==> src/rtl/core/bpt_pkg.sv <==
// Package for the beacon peer table: sizes, beacon constants, result codes,
// sequencer types and width helpers.
// No dependencies.
package bpt_pkg;

    localparam int TABLE_ENTRIES = 8;
    localparam int IDX_W         = (TABLE_ENTRIES > 1) ? $clog2(TABLE_ENTRIES) : 1;
    localparam int CNT_W         = $clog2(TABLE_ENTRIES + 1);

    localparam int ID_W     = 16;
    localparam int SLOT_W   = 3;
    localparam int PCOUNT_W = 4;
    localparam int POS_W    = 32;
    // entry payload: lat, lon, alt, sats, last seen
    localparam int ENTRY_W  = POS_W + POS_W + 16 + 8 + 32;

    localparam logic [7:0] BEACON_MARK  = 8'hB7;
    localparam logic [7:0] BEACON_BYTES = 8'd14;

    typedef enum logic [2:0] {
        ST_UPDATED    = 3'd0,
        ST_INSERTED   = 3'd1,
        ST_FULL       = 3'd2,
        ST_READ_ERROR = 3'd3,
        ST_NOT_BEACON = 3'd4,
        ST_OWN_ECHO   = 3'd5
    } t_status;

    typedef enum logic [3:0] {
        S_IDLE  = 4'b0001,
        S_CHECK = 4'b0010,
        S_SCAN  = 4'b0100,
        S_DONE  = 4'b1000
    } t_seq_state;

    // header fields the sequencer checks
    typedef struct packed {
        logic             ok;
        logic [7:0]       len;
        logic [7:0]       magic;
        logic [ID_W-1:0]  id;
    } t_chk;

    // result handed from the sequencer to the table
    typedef struct packed {
        logic             done;
        logic             wr;
        t_status          status;
        logic [IDX_W-1:0] slot;
    } t_seq_res;

    function automatic logic [SLOT_W-1:0] to_slot(input logic [IDX_W-1:0] idx);
        logic [31:0] w;
        w = 32'(idx);
        return w[SLOT_W-1:0];
    endfunction

    function automatic logic [PCOUNT_W-1:0] to_pcount(input logic [CNT_W-1:0] cnt);
        logic [31:0] w;
        w = 32'(cnt);
        return w[PCOUNT_W-1:0];
    endfunction

endpackage

==> src/rtl/core/beacon_peer_table.sv <==
// Beacon peer table. The result follows the header check for a rejected item or an
// empty table, else the scan of the stored ids up to a match; a busy output holds it.
// A new item is taken only when the sequencer is idle again; the id scan runs through
// the single comparator, one RAM entry per cycle.
// Reset (synchronous, active low) clears the peer count, own id and handshake
// state; table RAM contents are left as they are.
module beacon_peer_table
    import bpt_pkg::*;
(
    input  logic          i_clk,
    input  logic          i_rst_n,
    input  logic          i_cfg_we,
    input  logic [15:0]   i_cfg_wdata,      // own_id
    input  logic          s_axis_tvalid,
    output logic          s_axis_tready,
    // rx_length[7:0], magic[15:8], peer_id[31:16], latitude[59:32],
    // longitude[88:60], altitude[104:89], sat_count[112:105], now_ms[144:113]
    input  logic [151:0]  s_axis_tdata,
    input  logic          s_axis_tuser,     // rx_ok
    output logic          m_axis_tvalid,
    input  logic          m_axis_tready,
    output logic [7:0]    m_axis_tdata,     // slot[2:0], peer_count[6:3]
    output logic [2:0]    m_axis_tuser      // status
);

    logic [ID_W-1:0]  r_own_id;
    logic [CNT_W-1:0] r_count, n_count;

    logic             r_ok;
    logic [7:0]       r_len;
    logic [7:0]       r_magic;
    logic [ID_W-1:0]  r_peer_id;
    logic [27:0]      r_lat;
    logic [28:0]      r_lon;
    logic [15:0]      r_alt;
    logic [7:0]       r_sats;
    logic [31:0]      r_now;

    logic                r_out_valid;
    t_status             r_out_status;
    logic [SLOT_W-1:0]   r_out_slot;
    logic [PCOUNT_W-1:0] r_out_count;

    logic             in_accept;
    logic             out_free;
    logic             seq_idle;
    t_chk             chk;
    t_seq_res         res;
    logic [IDX_W-1:0] rd_addr;
    logic [ID_W-1:0]  rd_id;
    logic             tbl_we;
    logic [ENTRY_W-1:0] entry;

    assign s_axis_tready = seq_idle;
    assign in_accept     = s_axis_tvalid && seq_idle;
    assign out_free      = !r_out_valid || m_axis_tready;

    always_ff @(posedge i_clk) begin
        if (in_accept) begin
            r_ok      <= s_axis_tuser;
            r_len     <= s_axis_tdata[7:0];
            r_magic   <= s_axis_tdata[15:8];
            r_peer_id <= s_axis_tdata[31:16];
            r_lat     <= s_axis_tdata[59:32];
            r_lon     <= s_axis_tdata[88:60];
            r_alt     <= s_axis_tdata[104:89];
            r_sats    <= s_axis_tdata[112:105];
            r_now     <= s_axis_tdata[144:113];
        end
    end

    assign chk.ok    = r_ok;
    assign chk.len   = r_len;
    assign chk.magic = r_magic;
    assign chk.id    = r_peer_id;

    bpt_seq u_seq (
        .i_clk      (i_clk),
        .i_rst_n    (i_rst_n),
        .i_start    (in_accept),
        .i_chk      (chk),
        .i_own_id   (r_own_id),
        .i_count    (r_count),
        .i_rd_id    (rd_id),
        .i_out_free (out_free),
        .o_rd_addr  (rd_addr),
        .o_idle     (seq_idle),
        .o_res      (res)
    );

    assign tbl_we = res.done && res.wr;
    // positions kept sign-extended to 32 bits
    assign entry  = {r_now, r_sats, r_alt, {3{r_lon[28]}}, r_lon, {4{r_lat[27]}}, r_lat};

    bpt_ram #(
        .WIDTH (ID_W),
        .DEPTH (TABLE_ENTRIES)
    ) u_id_ram (
        .i_clk     (i_clk),
        .i_we      (tbl_we),
        .i_wr_addr (res.slot),
        .i_wr_data (r_peer_id),
        .i_rd_addr (rd_addr),
        .o_rd_data (rd_id)
    );

    bpt_ram #(
        .WIDTH (ENTRY_W),
        .DEPTH (TABLE_ENTRIES)
    ) u_entry_ram (
        .i_clk     (i_clk),
        .i_we      (tbl_we),
        .i_wr_addr (res.slot),
        .i_wr_data (entry),
        .i_rd_addr (rd_addr),
        .o_rd_data ()
    );

    always_comb begin
        n_count = r_count;
        if (res.done && res.status == ST_INSERTED) begin
            n_count = r_count + 1'b1;
        end
    end

    always_ff @(posedge i_clk) begin
        if (!i_rst_n) begin
            r_own_id    <= '0;
            r_count     <= '0;
            r_out_valid <= 1'b0;
        end else begin
            if (i_cfg_we) begin
                r_own_id <= i_cfg_wdata;
            end
            r_count <= n_count;
            if (res.done) begin
                r_out_valid <= 1'b1;
            end else if (m_axis_tready) begin
                r_out_valid <= 1'b0;
            end
        end
        if (res.done) begin
            r_out_status <= res.status;
            r_out_slot   <= to_slot(res.slot);
            r_out_count  <= to_pcount(n_count);
        end
    end

    assign m_axis_tvalid = r_out_valid;
    assign m_axis_tuser  = r_out_status;
    assign m_axis_tdata  = {1'b0, r_out_count, r_out_slot};

    // the table never holds more peers than it has slots
    a_count_bound: assert property (@(posedge i_clk) disable iff (!i_rst_n)
        r_count <= CNT_W'(TABLE_ENTRIES))
        else $error("peer count beyond table size");

    // an accepted item leaves the sequencer busy, so ready drops after it
    a_busy_after_accept: assert property (@(posedge i_clk) disable iff (!i_rst_n)
        in_accept |=> !s_axis_tready)
        else $error("ready high right after an accepted item");

    // nothing stored means slot zero
    a_reject_slot: assert property (@(posedge i_clk) disable iff (!i_rst_n)
        (res.done && !res.wr) |-> (res.slot == '0))
        else $error("non-zero slot on a result that stored nothing");

    // an insertion grows the count by exactly one
    a_insert_count: assert property (@(posedge i_clk) disable iff (!i_rst_n)
        (res.done && res.status == ST_INSERTED) |=> (r_count == $past(r_count) + 1'b1))
        else $error("insertion did not bump the peer count");

endmodule

==> src/rtl/core/bpt_ram.sv <==
// Generic single-write, single-read RAM with registered read data.
// No dependencies.
module bpt_ram #(
    parameter int WIDTH = 16,
    parameter int DEPTH = 8
) (
    input  logic                                    i_clk,
    input  logic                                    i_we,
    input  logic [((DEPTH > 1) ? $clog2(DEPTH) : 1)-1:0] i_wr_addr,
    input  logic [WIDTH-1:0]                        i_wr_data,
    input  logic [((DEPTH > 1) ? $clog2(DEPTH) : 1)-1:0] i_rd_addr,
    output logic [WIDTH-1:0]                        o_rd_data
);

    logic [WIDTH-1:0] r_mem [DEPTH];
    logic [WIDTH-1:0] r_rd_data;

    always_ff @(posedge i_clk) begin
        if (i_we) begin
            r_mem[i_wr_addr] <= i_wr_data;
        end
        r_rd_data <= r_mem[i_rd_addr];
    end

    assign o_rd_data = r_rd_data;

endmodule

==> src/rtl/core/bpt_seq.sv <==
// Sequencer with the shared id comparator: header checks, then a scan of
// the id RAM one entry a cycle. Depends on bpt_pkg.
module bpt_seq
    import bpt_pkg::*;
(
    input  logic             i_clk,
    input  logic             i_rst_n,
    input  logic             i_start,
    input  t_chk             i_chk,
    input  logic [ID_W-1:0]  i_own_id,
    input  logic [CNT_W-1:0] i_count,
    input  logic [ID_W-1:0]  i_rd_id,
    input  logic             i_out_free,
    output logic [IDX_W-1:0] o_rd_addr,
    output logic             o_idle,
    output t_seq_res         o_res
);

    t_seq_state       r_state, n_state;
    logic [IDX_W-1:0] r_idx, n_idx;
    t_status          r_status, n_status;
    logic [IDX_W-1:0] r_slot, n_slot;
    logic             r_wr, n_wr;

    logic [ID_W-1:0]  cmp_b;
    logic             id_eq;
    logic             last_entry;
    logic             table_full;

    // one comparator: own id during the check, stored ids during the scan
    assign cmp_b      = (r_state == S_CHECK) ? i_own_id : i_rd_id;
    assign id_eq      = (i_chk.id == cmp_b);
    assign last_entry = ((CNT_W'(r_idx) + 1'b1) == i_count);
    assign table_full = (i_count == CNT_W'(TABLE_ENTRIES));

    always_comb begin
        n_state  = r_state;
        n_idx    = r_idx;
        n_status = r_status;
        n_slot   = r_slot;
        n_wr     = r_wr;
        case (r_state)
            S_IDLE: begin
                if (i_start) begin
                    n_state = S_CHECK;
                    n_idx   = '0;
                end
            end
            S_CHECK: begin
                n_slot  = '0;
                n_wr    = 1'b0;
                n_state = S_DONE;
                n_idx   = '0;
                if (!i_chk.ok) begin
                    n_status = ST_READ_ERROR;
                end else if (i_chk.len < BEACON_BYTES || i_chk.magic != BEACON_MARK) begin
                    n_status = ST_NOT_BEACON;
                end else if (id_eq) begin
                    n_status = ST_OWN_ECHO;
                end else if (i_count == '0) begin
                    n_status = ST_INSERTED;
                    n_wr     = 1'b1;
                end else begin
                    n_state = S_SCAN;
                end
            end
            S_SCAN: begin
                if (id_eq) begin
                    n_status = ST_UPDATED;
                    n_slot   = r_idx;
                    n_wr     = 1'b1;
                    n_state  = S_DONE;
                end else if (last_entry) begin
                    n_state = S_DONE;
                    if (table_full) begin
                        n_status = ST_FULL;
                        n_slot   = '0;
                        n_wr     = 1'b0;
                    end else begin
                        n_status = ST_INSERTED;
                        n_slot   = i_count[IDX_W-1:0];
                        n_wr     = 1'b1;
                    end
                end else begin
                    n_idx = r_idx + 1'b1;
                end
            end
            S_DONE: begin
                if (i_out_free) begin
                    n_state = S_IDLE;
                end
            end
            default: begin
                n_state = S_IDLE;
            end
        endcase
    end

    always_ff @(posedge i_clk) begin
        if (!i_rst_n) begin
            r_state <= S_IDLE;
            r_wr    <= 1'b0;
        end else begin
            r_state <= n_state;
            r_wr    <= n_wr;
        end
        r_idx    <= n_idx;
        r_status <= n_status;
        r_slot   <= n_slot;
    end

    // read data is registered in the RAM, so address the next index
    assign o_rd_addr    = n_idx;
    assign o_idle       = (r_state == S_IDLE);
    assign o_res.done   = (r_state == S_DONE) && i_out_free;
    assign o_res.wr     = r_wr;
    assign o_res.status = r_status;
    assign o_res.slot   = r_slot;

endmodule

==> config.mk <==
export PLATFORM = sky130hd
export DESIGN_NAME = beacon_peer_table
export DESIGN_NICKNAME = d
export VERILOG_FILES = /design/src/rtl/core/bpt_pkg.sv /design/src/rtl/core/beacon_peer_table.sv /design/src/rtl/core/bpt_ram.sv /design/src/rtl/core/bpt_seq.sv
export SDC_FILE = /design/constraint.sdc
export NUM_CORES = 1
export LEC_CHECK = 0
export BUFFER_PORTS_ARGS = -buffer_cell sky130_fd_sc_hd__buf_2
export CORE_AREA = 2 2 150 116
export CTS_BUF_LIST = sky130_fd_sc_hd__clkbuf_4 sky130_fd_sc_hd__clkbuf_8
export CTS_CLUSTER_DIAMETER = 60
export DETAILED_ROUTE_END_ITERATION = 12
export DIE_AREA = 0 0 152 118
export PLACE_DENSITY = 0.84
export SYNTH_ARGS = -nofsm -noshare
export SYNTH_HDL_FRONTEND = slang
export SYNTH_SLANG_ARGS = --single-unit
==> constraint.sdc <==
create_clock -name i_clk -period 4 [get_ports i_clk]
set_input_delay 0 -clock i_clk [delete_from_list [all_inputs] [get_ports i_clk]]
set_output_delay 0 -clock i_clk [all_outputs]
set_load 0.02 [all_outputs]
# Word level (Yosys, flattened, before mapping)
# Memory sizes are Yosys's and may differ from the RTL's. A register that Yosys moved wholly into a read port is not among the register bits.
# Cells that the tools add are included.
[classes]
n_addsub = 3
order_cmp = 1
eq_ne = 13
muxes = 39
reduce_logical = 13
[ops]
columns = ["op", "count"]
rows = [
  ["$mux 3", 12],
  ["$mux 4", 9],
  ["$eq 16x16->1", 1],
  ["$mux 16", 1],
  ["$pmux 4 s4", 1],
  ["$pmux 3 s2", 2],
  ["$mux 1", 11],
  ["$pmux 3 s3", 1],
  ["$eq 4x4->1 const B", 2],
  ["$lt 8x4->1 const B", 1],
  ["$ne 8x8->1 const B", 1],
  ["$reduce_and 3->1", 2],
  ["$ne 5x4->1 const B", 1],
  ["$add 3x1->4 const B", 1],
  ["$add 4x1->4 const B", 1],
  ["$eq 4x1->1 const B", 1],
  ["$eq 4x2->1 const B", 1],
  ["$eq 4x3->1 const B", 1],
  ["$eq 4x4->1", 1],
  ["$logic_and 1x1->1", 4],
  ["$logic_not 4->1", 1],
  ["$reduce_bool 2->1", 2],
  ["$add 3x1->3 const B", 1],
  ["$eq 3x1->1 const B", 1],
  ["other kinds (8)", 9],
]
[word_totals]
regBits = 78
ram_bits = 128
elab_cells = 85
memories = 1
[memory_table]
columns = ["name", "words", "width", "rd", "rd_clocked_by_memory_dff", "wr", "line_no", "source"]
rows = [
  ["u_id_ram.r_mem", 8, 16, 1, 1, 1, "bpt_ram.sv:15", "logic [WIDTH-1:0] r_mem [DEPTH];"],
]

# Longest topological paths before layout
[logic_depth]
depth_word = 7
depth_mapped = 13
depth_no_buf = 10

# Hierarchy
# From an unflattened synthesis, not the netlist that was laid out.
[hier_totals]
cells_unflattened = 518
area_unflattened_um2 = 8922.3
[modules_own_cells]
columns = ["mod", "n_inst", "cells_per_inst", "area_per_inst_um2", "seq_area_each_um2"]
rows = [
  ["bpt_ram", 1, 214, 5293.8, 4164.0],
  ["beacon_peer_table", 1, 123, 2180.8, 1711.6],
  ["bpt_seq", 1, 181, 1447.6, 340.3],
]

# Least setup slack after synthesis
# No wires, ideal clock.
[synth_path]
kind = "flip-flop to flip-flop"
start = "register u_seq.r_state[2]"
end = "memory u_id_ram.r_mem[0][0] (enable)"
arrival_ps = 2659
required_time_ps = 3591
setup_slack_ps = 932
stages_incl_launch_ff = 7
path_buffers = 1
synth_period_minus_slack_ps = 3068
path_cell_list = "dfxtp_1 > buf_6 > nor2_1 > nand3b_1 > nor2b_1 > nand3b_1 > nor3_1"
[synth_lines]
columns = ["item", "line_no", "source"]
rows = [
  ["start, declared", "bpt_seq.sv:19", "t_seq_state r_state, n_state;"],
  ["start signal, assigned", "bpt_seq.sv:104", "r_state <= n_state;"],
  ["end, declared", "bpt_ram.sv:15", ""],
]

# Worst setup path after layout
[layout_path]
start = "register u_seq.r_state[1]"
end = "register u_id_ram.r_rd_data[12] (netlist: u_id_ram.o_rd_data[12]), read port of u_id_ram.r_mem"
[layout_via]
elab_chain_len = 5
[layout_rtl]
columns = ["item", "line_no", "source"]
rows = [
  ["$eq 4x2->1", "bpt_seq.sv:31, bpt_seq.sv:42", ""],
  ["$mux 16", "bpt_seq.sv:31", "assign cmp_b = (r_state == S_CHECK) ? i_own_id : i_rd_id;"],
  ["$eq 16x16->1", "bpt_seq.sv:32", "assign id_eq = (i_chk.id == cmp_b);"],
  ["$mux 3", "bpt_seq.sv:68", "if (id_eq) begin"],
  ["$pmux 3 s3 *", "bpt_seq.sv:42", "case (r_state)"],
  ["end, declared", "bpt_ram.sv:16", "logic [WIDTH-1:0] r_rd_data;"],
]
# Mark *: on every way between the ends. The rest lies on a longest branch, timed or not.
# A chain may end at the register's enable or synchronous reset.

==> results.json <==
{
  "clk_latency_ns": 0.53,
  "multiInputGateArea_sq_um": 2520,
  "ys_seq_area_share_pct": 69.4,
  "drive_gt1_share_pct": 21.4,
  "ys.flop_type": "edfxtp_1",
  "finalSetupViolCount": 0,
  "die_w_microns": 152,
  "crit_cells": 10,
  "crit_start": "u_seq.r_state[1]",
  "wirelength_microns": 18200,
  "antenna_cells": 0,
  "design.die.area_sq_um": 17900,
  "fillers": 1086,
  "cts_tree": "built",
  "timing.final.ws_setup_ns": 0.463,
  "clk_pin_slew_worst_paths_ns": 0.06,
  "synth_compound_area_share_pct": 3.48,
  "cp_max_fo": 65,
  "r2r_cells": 10,
  "clockBufferDepth": 3,
  "cp-start-kind": "register",
  "finalCritPeriodShare_pct": 88.4,
  "io_buffers": 64,
  "cpMaxStageDelayCell": "or4b_1",
  "rsz0062_at_grt": "false",
  "ir_drop_mv": 0.234,
  "yosysWarningCount": 0,
  "final_common_cell": "edfxtp_1",
  "r2r_slack_ns": 0.46,
  "gp_congestion": 0.940,
  "crit_family": "simple AND/OR/NAND/NOR gates",
  "min_from": "s_axis_tdata[6]",
  "grt.overflow.total": 0,
  "core-area_sq_um": 16500,
  "holdCritPathClass": "in2reg",
  "synth-adder-area-share_pct": 0.421,
  "critical-path-max-stage-delay_ns": 0.68,
  "synth-edff-count": 176,
  "regArea_sq_um": 6190,
  "fin_tns_setup_ns": 0,
  "crit_top_cell": "mux2i_1",
  "ios": 187,
  "cp.arrival_ns": 3.93,
  "post-cts-setup-buffers": 0,
  "hold_violations": 0,
  "die_h_microns": 118,
  "grt_use_total_pct": 21.0,
  "rr_endpoint": "u_id_ram.o_rd_data[12]",
  "yosys.cell_types.count": 56,
  "crit_type": "reg2reg",
  "synth.area.mux_share_pct": 14.8,
  "dpl.hpwl_microns": 10700,
  "instances_no_fill": 958,
  "cts_made_buffers": 34,
  "post_drt_via_cell_ratio": 5.43,
  "num_vias": 5203,
  "root_buffer": "clkbuf_8",
  "synth_fp_nets": 736,
  "grt_pass1_vias": 5546,
  "relSlewSlack_pct": 30.1,
  "start_util_pct": 54.1,
  "power.density_nw_per_um2": 423,
  "drtIter0Drc": 462,
  "met3_usage_pct": 4.27,
  "max_clock_freq_ghz": 0.283,
  "synthArstFlopShare_pct": 0,
  "path_cells": "or4b_1, mux2i_1, xnor2_1, nor3_4, and3_4, o211ai_4, buf_12, mux2i_1, mux2i_1, mux2_2",
  "cp-end-kind": "register",
  "grt.busiest_layer": "met2",
  "worst_slew_pin_slew_ns": 1.05,
  "area_delta_synth_final_pct": 21.1,
  "numClockSinks": 221,
  "outcome": "completed",
  "syn_area_sq_um": 8910,
  "yosys.area_share.simple_pct": 6.61,
  "endpoint": "u_id_ram.o_rd_data[12]",
  "drtAntennaViolNets": 0,
  "dp_worst_setup_slack_ns": 0.557,
  "synth_xor_area_share_pct": 2.65,
  "p_leak_nw": 3.97,
  "use_met1_pct": 26.8,
  "required_ns": 4.39,
  "dp.cells": 831,
  "finalNetCount": 898,
  "rows": 41,
  "met2_usage_pct": 34.8,
  "finalClockSkew_ns": 0.0245,
  "route.detailed.drc": 0,
  "routedWlPerCell_microns": 19.0,
  "max_cap_violations": 0,
  "crit_buf_inv": 1,
  "final_cell_mix": "176 x edfxtp_1, 114 x mux2i_1, 69 x dlygate4sd3_1, 64 x buf_2, 45 x dfxtp_1",
  "ys_ff_latch": 221,
  "synth_top_family_by_area": "multiplexers",
  "firstDrtPassIters": 5,
  "r2r_start": "u_seq.r_state[1]",
  "avgSynthCellArea_sq_um": 15.9,
  "synth_cells": 559,
  "grt_pass1_wl_microns": 28900,
  "fin_crit_ns": 3.54,
  "htree_levels": 2,
  "final_max_slew_viol_count": 0,
  "antenna_found_initial": 0,
  "grt_max_degree": 66
}
[worst min-delay path by stage]
stage / endpoint / slack (ns) / cells after the start
after CTS: r_peer_id[9] / 0.16 / 2
after floorplan: r_len[1] / 0.1 / 0
after detailed placement: r_peer_id[9] / 0.18 / 1
after global routing: r_peer_id[9] / 0.18 / 2
final: r_len[6] / 0.20 / 2
after global placement: r_ok / 0.18 / 1
[flip-flops by register name, indices dropped and copies added, names as in the netlist]
register / count
r_out_slot: 3
u_seq.r_idx: 3
u_id_ram.o_rd_data: 16
r_peer_id: 16
m_axis_tvalid: 1
r_len: 7
r_own_id: 16
u_seq.r_wr: 1
r_magic: 8
r_count: 4
r_ok: 1
u_id_ram.r_mem: 128
u_seq.r_slot: 3
u_seq.r_status: 3
m_axis_tuser: 3
r_out_count: 4
u_seq.r_state: 4
[routing by layer]
layer  part of all wire (%)  up-vias
li1                       -     2424
met1                     42     2524
met2                     48      213
met3                    6.7       42
met4                    3.0        0
met5                      0        -
[Yosys cell counts (3+ instances only)]
library cell	count	area, sq um
o21ai_0	6	30.0
a21boi_0	4	30.0
nor2_1	19	71.3
nand4_1	4	25.0
a21oi_1	9	45.0
nand2_1	12	45.0
clkbuf_1	5	18.8
mux2i_1	114	1140
edfxtp_1	176	5290
xnor2_1	21	184
nor3_1	7	35.0
nand2b_1	5	31.3
buf_6	11	124
inv_1	16	60.1
nor2b_1	21	131
mux2_2	16	180
xor2_1	6	52.6
dfxtp_1	45	901
ha_1	3	37.5
buf_2	3	15.0
nand3_1	8	40.0
and2_1	5	31.3
[kinds of logic (layout without fill, tap and decap cells)]
kind of cell	after synthesis	in the layout
DFF	221	221
and+or+nand+nor	101	101
adders and majority gates	3	3
AOI/OAI and AO/OA	40	40
xor gates and xnor gates	27	27
buffers and inverters	36	220
muxes	130	130
other	1	1
[worst reg2reg max path: cells and delay by family, from the launching register on]
kind | cells | cell delay [ns]
buf+inv | 1 | 0.42
simple gates | 3 | 1.02
mux | 4 | 0.90
flops | 1 | 0.47
xor+xnor | 1 | 0.40
compound gates | 1 | 0.21
[layout make-up]
class | count | area share, %
flip-flops and latches | 221 | 57.3
multi-input cells | 302 | 23.3
repair buffers | 146 | 10.5
clock buffers | 43 | 5.14
well taps | 215 | 2.49
clock inverters | 15 | 0.684
inverters | 16 | 0.556
[where the power goes]
group / switching [mW] / internal, mW
registers: 0.0563 / 2.54
logic: 0.106 / 0.120
clock network: 0.830 / 0.911
total: 0.992 / 3.57
[per-stage QoR]
step	hold WS, ns	cell area, sq um	util [%]	power, mW
2_1_floorplan	0.0989	8910	-	2.73
3_3_place_gp	0.178	9480	57.5	2.80
3_5_place_dp	0.178	9480	57.5	2.81
4_1_cts	0.156	10800	65.5	4.60
5_1_grt	0.180	10800	65.5	4.73
6_report	0.196	10800	65.5	4.56
[repair_timing]
item,CTS,global route
hold buffers,69,0
endpoints found under the hold margin,58,0
gates resized for setup,0,0
(Power assumes the default switching activity.)
